File: config.mk
export PLATFORM = sky130hd
export DESIGN_NAME = button_countdown_timer_7seg
export DESIGN_NICKNAME = d
export VERILOG_FILES = /design/src/hdl/bct7_pkg.sv /design/src/hdl/bct7_timer.sv /design/src/hdl/bct7_display.sv /design/src/hdl/button_countdown_timer_7seg.sv
export SDC_FILE = /design/constraint.sdc
export NUM_CORES = 1
export LEC_CHECK = 0
export BUFFER_PORTS_ARGS = -buffer_cell sky130_fd_sc_hd__buf_4
export CAP_MARGIN = 10
export CORE_UTILIZATION = 55
export DETAILED_ROUTE_END_ITERATION = 8
export PLACE_DENSITY = 0.77
export REMOVE_ABC_BUFFERS = 1
export SLEW_MARGIN = 20
export SYNTH_ARGS = -nofsm -noshare
export SYNTH_HDL_FRONTEND = slang
export SYNTH_SLANG_ARGS = --single-unit
File: constraint.sdc
create_clock -name aclk -period 4.8 [get_ports aclk]
set_input_delay 0 -clock aclk [delete_from_list [all_inputs] [get_ports aclk]]
set_output_delay 0 -clock aclk [all_outputs]
set_load 0.01 [all_outputs]
File: src/hdl/bct7_pkg.sv
// shared types and constants for the two-digit countdown timer
// no dependencies

package bct7_pkg;

    localparam int StartW  = 7;
    localparam int TpsW    = 10;
    localparam int DigitW  = 4;
    localparam int SegW    = 8;
    localparam int CfgIdxW = 1;
    localparam int CfgW    = 10;

    localparam logic [StartW-1:0] StartMax   = 7'd99;
    localparam logic [StartW-1:0] StartReset = 7'd60;
    localparam logic [TpsW-1:0]   TpsReset   = 10'd100;

    localparam logic [SegW-1:0] SegDash = 8'h40;

    // configuration register indexes
    localparam logic [CfgIdxW-1:0] CfgStartSeconds  = 1'd0;
    localparam logic [CfgIdxW-1:0] CfgTicksPerSecond = 1'd1;

    // item kinds
    localparam logic ActTick   = 1'b0;
    localparam logic ActButton = 1'b1;

    typedef struct packed {
        logic              active;
        logic [DigitW-1:0] tens;
        logic [DigitW-1:0] ones;
    } timer_state_t;

    function automatic logic [SegW-1:0] digit_seg(input logic [DigitW-1:0] d);
        logic [SegW-1:0] s;
        case (d)
            4'd0:    s = 8'h3f;
            4'd1:    s = 8'h06;
            4'd2:    s = 8'h5b;
            4'd3:    s = 8'h4f;
            4'd4:    s = 8'h66;
            4'd5:    s = 8'h6d;
            4'd6:    s = 8'h7d;
            4'd7:    s = 8'h07;
            4'd8:    s = 8'h7f;
            4'd9:    s = 8'h6f;
            default: s = SegDash;
        endcase
        return s;
    endfunction

endpackage

File: src/hdl/bct7_timer.sv
// countdown state: button edge detect, tick counter and digit registers
// depends on bct7_pkg

module bct7_timer import bct7_pkg::*; (
    input  logic              aclk,
    input  logic              aresetn,
    input  logic              item_en,
    input  logic              action,
    input  logic              button_level,
    input  logic [StartW-1:0] start_seconds,
    input  logic [TpsW-1:0]   ticks_per_second,
    output timer_state_t      state_next
);

    logic              active_reg, active_next;
    logic              last_button_reg, last_button_next;
    logic [TpsW-1:0]   tick_count_reg, tick_count_next;
    logic [DigitW-1:0] tens_reg, tens_next;
    logic [DigitW-1:0] ones_reg, ones_next;

    logic [StartW-1:0] start_clamped;
    logic [14:0]       tens_prod;
    logic [DigitW-1:0] start_tens;
    logic [StartW-1:0] start_ones_full;
    logic [TpsW-1:0]   tps;
    logic [TpsW-1:0]   tick_inc;

    always_comb begin
        start_clamped = (start_seconds > StartMax) ? StartMax : start_seconds;
        // divide by ten via reciprocal, exact for values up to 99
        tens_prod       = 15'({8'd0, start_clamped} * 15'd205);
        start_tens      = DigitW'(tens_prod[14:11]);
        start_ones_full = start_clamped - StartW'({3'd0, start_tens} * 7'd10);
        tps             = (ticks_per_second == '0) ? TpsW'(1) : ticks_per_second;
        tick_inc        = tick_count_reg + TpsW'(1);

        active_next      = active_reg;
        last_button_next = last_button_reg;
        tick_count_next  = tick_count_reg;
        tens_next        = tens_reg;
        ones_next        = ones_reg;

        if (item_en) begin
            if (action == ActTick) begin
                if (active_reg) begin
                    if (tick_inc < tps) begin
                        tick_count_next = tick_inc;
                    end else begin
                        tick_count_next = '0;
                        if (tens_reg == '0 && ones_reg == '0) begin
                            active_next = 1'b0;
                        end else if (ones_reg == '0) begin
                            ones_next = DigitW'(9);
                            tens_next = tens_reg - DigitW'(1);
                        end else begin
                            ones_next = ones_reg - DigitW'(1);
                        end
                    end
                end
            end else begin
                if (button_level && !last_button_reg) begin
                    if (active_reg) begin
                        active_next = 1'b0;
                    end else begin
                        active_next     = 1'b1;
                        tens_next       = start_tens;
                        ones_next       = start_ones_full[DigitW-1:0];
                        tick_count_next = '0;
                    end
                end
                last_button_next = button_level;
            end
        end

        state_next.active = active_next;
        state_next.tens   = tens_next;
        state_next.ones   = ones_next;
    end

    always_ff @(posedge aclk) begin
        if (!aresetn) begin
            active_reg      <= 1'b0;
            last_button_reg <= 1'b0;
            tick_count_reg  <= '0;
            tens_reg        <= '0;
            ones_reg        <= '0;
        end else begin
            active_reg      <= active_next;
            last_button_reg <= last_button_next;
            tick_count_reg  <= tick_count_next;
            tens_reg        <= tens_next;
            ones_reg        <= ones_next;
        end
    end

endmodule

File: src/hdl/bct7_display.sv
// result register: seven-segment encoding of the timer state
// depends on bct7_pkg

module bct7_display import bct7_pkg::*; (
    input  logic            aclk,
    input  logic            aresetn,
    input  logic            load,
    input  logic            unload,
    input  timer_state_t    state_next,
    output logic            out_valid,
    output logic [SegW-1:0] tens_segments,
    output logic [SegW-1:0] ones_segments,
    output logic            running
);

    logic            valid_reg, valid_next;
    logic [SegW-1:0] tens_reg, ones_reg;
    logic            running_reg;

    always_comb begin
        valid_next = valid_reg;
        if (unload) begin
            valid_next = 1'b0;
        end
        if (load) begin
            valid_next = 1'b1;
        end
    end

    always_ff @(posedge aclk) begin
        if (!aresetn) begin
            valid_reg <= 1'b0;
        end else begin
            valid_reg <= valid_next;
        end
    end

    always_ff @(posedge aclk) begin
        if (load) begin
            running_reg <= state_next.active;
            tens_reg    <= state_next.active ? digit_seg(state_next.tens) : SegDash;
            ones_reg    <= state_next.active ? digit_seg(state_next.ones) : SegDash;
        end
    end

    assign out_valid     = valid_reg;
    assign tens_segments = tens_reg;
    assign ones_segments = ones_reg;
    assign running       = running_reg;

endmodule

File: src/hdl/button_countdown_timer_7seg.sv
// Two-digit start/stop countdown timer with seven-segment result per request.
// Each request is a timebase tick or a button sample; a rising button edge
// starts an idle timer (showing start_seconds) or stops a running one. After
// ticks_per_second ticks the display steps down by one; after 00 it shows
// dashes and goes idle. Every request gives exactly one result. A request is
// taken every clock as long as the result register is empty or being drained,
// so throughput is one request per cycle; the single result register behind
// the state update logic shows each result in the next cycle. Configuration
// writes are always accepted and must happen while the timer is quiet.
// depends on bct7_pkg, bct7_timer, bct7_display

module button_countdown_timer_7seg import bct7_pkg::*; (
    input  logic               aclk,
    input  logic               aresetn,
    input  logic               s_valid,
    output logic               s_ready,
    input  logic               s_action,
    input  logic               s_button_level,
    output logic               m_valid,
    input  logic               m_ready,
    output logic [SegW-1:0]    m_tens_segments,
    output logic [SegW-1:0]    m_ones_segments,
    output logic               m_running,
    input  logic               cfg_valid,
    output logic               cfg_ready,
    input  logic [CfgIdxW-1:0] cfg_index,
    input  logic [CfgW-1:0]    cfg_data
);

    logic [StartW-1:0] start_seconds_reg;
    logic [TpsW-1:0]   ticks_per_second_reg;
    logic              accept;
    timer_state_t      state_next;

    assign cfg_ready = 1'b1;

    always_ff @(posedge aclk) begin
        if (!aresetn) begin
            start_seconds_reg    <= StartReset;
            ticks_per_second_reg <= TpsReset;
        end else if (cfg_valid) begin
            unique case (cfg_index)
                CfgStartSeconds:   start_seconds_reg    <= cfg_data[StartW-1:0];
                CfgTicksPerSecond: ticks_per_second_reg <= cfg_data[TpsW-1:0];
                default: ;
            endcase
        end
    end

    assign s_ready = !m_valid || m_ready;
    assign accept  = s_valid && s_ready;

    bct7_timer u_timer (
        .aclk             (aclk),
        .aresetn          (aresetn),
        .item_en          (accept),
        .action           (s_action),
        .button_level     (s_button_level),
        .start_seconds    (start_seconds_reg),
        .ticks_per_second (ticks_per_second_reg),
        .state_next       (state_next)
    );

    bct7_display u_display (
        .aclk          (aclk),
        .aresetn       (aresetn),
        .load          (accept),
        .unload        (m_ready),
        .state_next    (state_next),
        .out_valid     (m_valid),
        .tens_segments (m_tens_segments),
        .ones_segments (m_ones_segments),
        .running       (m_running)
    );

endmodule

==> metrics.cfg, run 1 <==
[clock_tree]
cts_htree_levels=2
cts_tree=built
cts-root-buf=clkbuf_8
clock_latency_ns=0.31
cts_buffers=5
clock_path_buffers=2
clock-sinks=53
clk_pin_slew_ns=0.10

[floorplan]
fp.dieW_um=90.8
dieArea_mm2=0.00825
io_pins=38
core_area_mm2=0.00769
rows=32
die_h_um=90.8
start_util_pct=56.5

[logic_synthesis]
ys.warnings.count=0
syn_inst=512
yosys_register_bits=53
synth_top_area_share_pct=17.5
synth_top_family_by_area=adder cells
synth-edff-count=15
postSynthAreaPerCell_um2=8.48
synth_top_area_cell=dfxtp_1
synthArstFlopShare_pct=0
synth_area_mm2=0.00434
synthMuxAreaShare_pct=1.47
synth-simple-area-share_pct=20.5
synthDistinctLibCells=74
yosysSeqAreaShare_pct=27.9
synth_compound_area_share_pct=20.0
synthFlopType=dfxtp_1
synthXorXnorAreaFrac_pct=2.42
synth_fa_ha_area_share_pct=20.9
synth_area_leaders=dfxtp_1 (18%), ha_1 (17%), edfxtp_1 (10%), nand2_1 (5.0%), inv_1 (4.4%)

[timing]
rsz0062_at_grt=yes
slew_headroom_pct=29.5
worstMarginPinSlew_ns=1.06
finalHoldViolations=0
max_freq_mhz=192
setup_slack_ns=-0.403
finalCritPeriodShare_pct=108
clock_skew_ns=0.0138
fin_crit_ns=5.20
setup_viol=12
slew_viol_final=0
whs_ns=0.0771

[routing]
drt-wirelength-per-cell_um=17.2
drc=0
vias=4287
via_per_inst=5.98
wl_um=12300
ant_nets=0
drt_iter0_markers=352
drt-pass1-iter-count=5

[critical_path]
cp_top_family=adder cells
cp_slowest_stage_delay_ns=0.55
cp.required_ns=4.87
end_kind=flip-flop
path_class=flip-flop to flip-flop
cp.arrival_ns=5.27
start_kind=flip-flop
crit_buf_inv=6
cp_max_fo=4
cp_common_cell=inv_2
critPathSlowestCell=fa_1

[layout]
num-nets-final=699
area_delta_synth_final_pct=35.8
final_area_mm2=0.00590
diodes=0
mostFrequentLayoutCells=buf_4 (91), nand2_1 (54), ha_1 (40)
final_cells=717
fin_util_pct=76.7
final_common_cell=buf_4
drive_above_1_share_pct=33.2
fillers=501

[run_status]
violations=setup timing
status=complete, but fails checks

[place]
place_congestion=0.901
hpwlAfterDp_um=8090
dp_cells=679
placed_area_mm2=0.00501
io_buffers=34

[global_routing]
grt_usage_pct=29.6
antenna_found_initial=0
grt_max_degree=31
grt_overflow_total=0
grt_pass1_wl_um=19700
grt_pass1_vias=4393

[power_and_ir_drop]
p_total_mw=2.16
leakagePower_nw=2.59
powerDensity_mw_per_mm2=367
ir_worst_vdd_uv=188

[job]
drv_cap=0

[min_path]
min_path_type=primary input to flip-flop

[Yosys cell counts (3+ instances only)]
| cell | count |
|---|---|
| nand3_1 | 17 |
| clkbuf_1 | 13 |
| nand3b_1 | 4 |
| nor3_1 | 5 |
| edfxtp_1 | 15 |
| xnor2_1 | 3 |
| o21ai_1 | 8 |
| nand2_1 | 58 |
| nand4_1 | 5 |
| dfxtp_1 | 38 |
| a22oi_1 | 5 |
| and2_1 | 6 |
| nand2b_1 | 6 |
| nor4_1 | 5 |
| nor2_1 | 29 |
| o211ai_1 | 10 |
| ha_1 | 58 |
| or2_2 | 3 |
| nor3b_1 | 6 |
| fa_1 | 9 |
| or3_1 | 3 |
| mux2_2 | 3 |
| a21o_1 | 3 |
| a21oi_1 | 38 |
| a21boi_0 | 3 |
| and3_1 | 11 |
| xor2_1 | 9 |
| inv_1 | 51 |
| mux2i_1 | 3 |
| buf_4 | 4 |
| o21a_1 | 3 |
| a31oi_1 | 4 |
| a211o_1 | 5 |
| o21ai_0 | 18 |
[where the power goes]
group | internal (mW) | leakage [nW] | switching [mW]
Clock | 0.105 | 0.0456 | 0.156
Combinational | 0.681 | 2.09 | 0.709
Sequential | 0.493 | 0.456 | 0.0190
Total | 1.28 | 2.59 | 0.884
[tightest hold or removal path, delay by kind of cell]
kind	cells	cell delay (ns)
AO/OA/AOI/OAI	1	0.05
buffers and inverters	1	0.09
AND/OR/NAND/NOR	2	0.20
[stage by stage]
stage,worst slack [ns],setup TNS [ns]
2_1_floorplan,-0.498,-3.41
3_3_place_gp,-0.591,-5.21
3_5_place_dp,-0.802,-7.69
4_1_cts,-0.373,-2.36
5_1_grt,-0.551,-5.21
6_report,-0.403,-3.05
[final cells by class]
type / count / area [um^2] / share of cell area (%)
clock buffers: 6 / 72.6 / 1.23
multi-input cells: 388 / 3340 / 56.6
flip-flops and latches: 53 / 1220 / 20.6
clock inverters: 2 / 13.8 / 0.233
well taps: 102 / 128 / 2.16
inverters: 52 / 198 / 3.35
repair buffers: 114 / 931 / 15.8
[what timing repair did]
action                     4_1_cts  5_1_grt
hold endpoints to repair        20        0
setup buffers                    7        9
cloned                           0        0
setup endpoints to repair       17       16
resized for setup               67       38
hold buffers                    16        0
pin swaps                       26       30
[layer usage]
metal | vias up | GRT usage [%] | routed length (um)
met5 | - | 0 | 0
met4 | 0 | 15.7 | 621
met3 | 64 | 4.46 | 527
met2 | 178 | 54.0 | 6320
met1 | 2031 | 33.0 | 4880
li1 | 2014 | - | -
[logic make-up (layout without fill, tap and decap cells)]
kind of cell,Yosys count,in the layout
AND/OR/NAND/NOR,173,173
AO/OA/AOI/OAI,127,127
buffers and inverters,72,174
adder cells (fa/ha/maj),67,67
flip-flops,53,53
XOR/XNOR,12,12
multiplexers,6,6
other,2,3
[worst paths after layout]
path	startpoint	endpoint	slack [ns]	cells past startpoint
worst max-delay path	start_seconds_reg[5]	u_display.ones_segments[3]	-0.40	25
worst min-delay path	cfg_index	start_seconds_reg[0]	0.08	4
worst max register to register	start_seconds_reg[5]	u_display.ones_segments[3]	-0.40	25
worst min register to register	start_seconds_reg[1]	start_seconds_reg[1]	0.47	2
No activity file was read; power rests on OpenSTA's default activity.
==> run 2: changes to the inputs <==
Settings changed: CTS_CLUSTER_SIZE set to 25, RECOVER_POWER set to 50.
==> metrics.cfg, run 2 (same netlist as run 1, synthesis figures left out) <==
[floorplan]
io_pins=38  ; unchanged
rows=32  ; unchanged
dieArea_mm2=0.00825  ; unchanged
core_area_mm2=0.00769  ; unchanged
fp.dieW_um=90.8  ; unchanged
die_h_um=90.8  ; unchanged
start_util_pct=56.5  ; unchanged

[clock_tree]
clock_path_buffers=2  ; unchanged
cts_buffers=5  ; unchanged
cts-root-buf=clkbuf_8  ; unchanged
clock-sinks=53  ; unchanged
clock_latency_ns=0.31  ; about the same
cts_tree=built  ; unchanged
cts_htree_levels=2  ; unchanged
clk_pin_slew_ns=0.10  ; about the same

[routing]
via_per_inst=5.99  ; was 5.98
drt_iter0_markers=409  ; was 352
wl_um=12400  ; was 12300 um
drt-pass1-iter-count=5  ; unchanged
drc=0  ; unchanged
ant_nets=0  ; unchanged
drt-wirelength-per-cell_um=17.3  ; was 17.2 um
vias=4294  ; was 4287

[power_and_ir_drop]
p_total_mw=2.15  ; was 2.16 mW
ir_worst_vdd_uv=188  ; about the same
powerDensity_mw_per_mm2=369  ; was 367 mW/mm^2
leakagePower_nw=2.52  ; was 2.59 nW

[place]
dp_cells=679  ; unchanged
place_congestion=0.901  ; unchanged
hpwlAfterDp_um=8090  ; unchanged
io_buffers=34  ; unchanged

[global_routing]
grt_pass1_wl_um=19700  ; unchanged
antenna_found_initial=0  ; unchanged
grt_max_degree=31  ; unchanged
grt_pass1_vias=4393  ; unchanged
grt_usage_pct=29.6  ; unchanged
grt_overflow_total=0  ; unchanged

[timing]
slew_headroom_pct=29.6  ; was 29.5%
rsz0062_at_grt=yes  ; unchanged
fin_setup_tns_ns=-3.05  ; about the same
finalCritPeriodShare_pct=108  ; about the same
clock_skew_ns=0.0106  ; was 0.0138 ns
setup_slack_ns=-0.401  ; was -0.403 ns
max_freq_mhz=192  ; about the same
slew_viol_final=0  ; unchanged
fin_crit_ns=5.20  ; about the same
setup_viol=12  ; unchanged
worstMarginPinSlew_ns=1.05  ; was 1.06 ns
finalHoldViolations=0  ; unchanged

[layout]
diodes=0  ; unchanged
mostFrequentLayoutCells=buf_4 (73), nand2_1 (54), ha_1 (40)  ; was buf_4 (91), nand2_1 (54), ha_1 (40)
drive_above_1_share_pct=29.9  ; was 33.2%
fillers=515  ; was 501
final_common_cell=buf_4  ; unchanged
fin_util_pct=75.8  ; was 76.7%
area_delta_synth_final_pct=34.2  ; was 35.8%
final_cells=717  ; unchanged
num-nets-final=699  ; unchanged

[critical_path]
cp_slowest_stage_delay_ns=0.55  ; about the same
start_kind=flip-flop  ; unchanged
cp_max_fo=4  ; unchanged
critPathSlowestCell=fa_1  ; unchanged
path_class=flip-flop to flip-flop  ; unchanged
cp.arrival_ns=5.27  ; about the same
end_kind=flip-flop  ; unchanged
cp_common_cell=inv_2  ; unchanged
cp.required_ns=4.87  ; about the same

[job]
drv_cap=0  ; unchanged

[min_path]
min_path_type=primary input to flip-flop  ; unchanged

[run_status]
violations=setup timing  ; unchanged
status=complete, but fails checks  ; unchanged

run 2: changes by cell type in the layout (fill, tap and decap cells not counted):
cell      previous run  this run
dfxtp_2              5         3
dfxtp_1             33        35
clkbuf_1             1        19
buf_4               91        73
run 2: critical path, delay by kind of cell, from the launching register on:
kind,cells,cell delay (ns)
adder cells (fa/ha/maj),6,2.11
XOR/XNOR,2,0.29
AND/OR/NAND/NOR,6,1.14
flip-flops,1,0.36
buffers and inverters,6,0.37
AO/OA/AOI/OAI,5,0.69
run 2: cell type report:
type	instances	area, um^2	share of cell area, %
clock buffer	6	72.6	1.25
clock inverter	2	13.8	0.236
inverter	52	198	3.39
multi-input combinational	388	3340	57.3
sequential	53	1210	20.9
tap	102	128	2.19
timing repair buffer	114	863	14.8
run 2: power by group:
| group | leakage (nW) | internal [mW] | total, mW | switching, mW |
|---|---|---|---|---|
| Clock | 0.0456 | 0.104 | 0.258 | 0.154 |
| Combinational | 2.02 | 0.671 | 1.38 | 0.711 |
| Sequential | 0.457 | 0.492 | 0.511 | 0.0182 |
| Total | 2.52 | 1.27 | 2.15 | 0.883 |
run 2: path summary, 6_finish.rpt:
| kind | from | to | slack (ns) | depth (start not counted) |
|---|---|---|---|---|
| max | start_seconds_reg[5] | u_display.ones_segments[3] | -0.40 | 25 |
| min | cfg_index | start_seconds_reg[0] | 0.08 | 4 |
| max reg2reg | start_seconds_reg[5] | u_display.ones_segments[3] | -0.40 | 25 |
| min reg2reg | start_seconds_reg[1] | start_seconds_reg[1] | 0.47 | 2 |
run 2: repair_timing:
action / in CTS / in global routing
hold endpoints to repair: 20 / 0
gates resized for setup: 67 / 38
setup buffers: 7 / 9
hold buffers: 16 / 0
endpoints found under the setup margin: 17 / 16
pin swaps: 26 / 30
gates cloned: 0 / 0
run 2: per-stage QoR:
stage          setup WS, ns  area (um^2)  hold slack (ns)
6_report             -0.401         5830           0.0790
5_1_grt              -0.551         5830            0.102
4_1_cts              -0.373         5660           0.0645
3_5_place_dp         -0.802         5010            0.230
3_3_place_gp         -0.591         5010            0.225
2_1_floorplan        -0.498         4250           0.0718
run 2: per-layer routing:
layer	wire, um	vias up	share of wire, %	global-route usage [%]
li1	-	2013	-	-
met1	4770	2008	39	33.0
met2	6260	195	51	54.0
met3	632	78	5.1	4.46
met4	710	0	5.7	15.7
met5	0	-	0	0
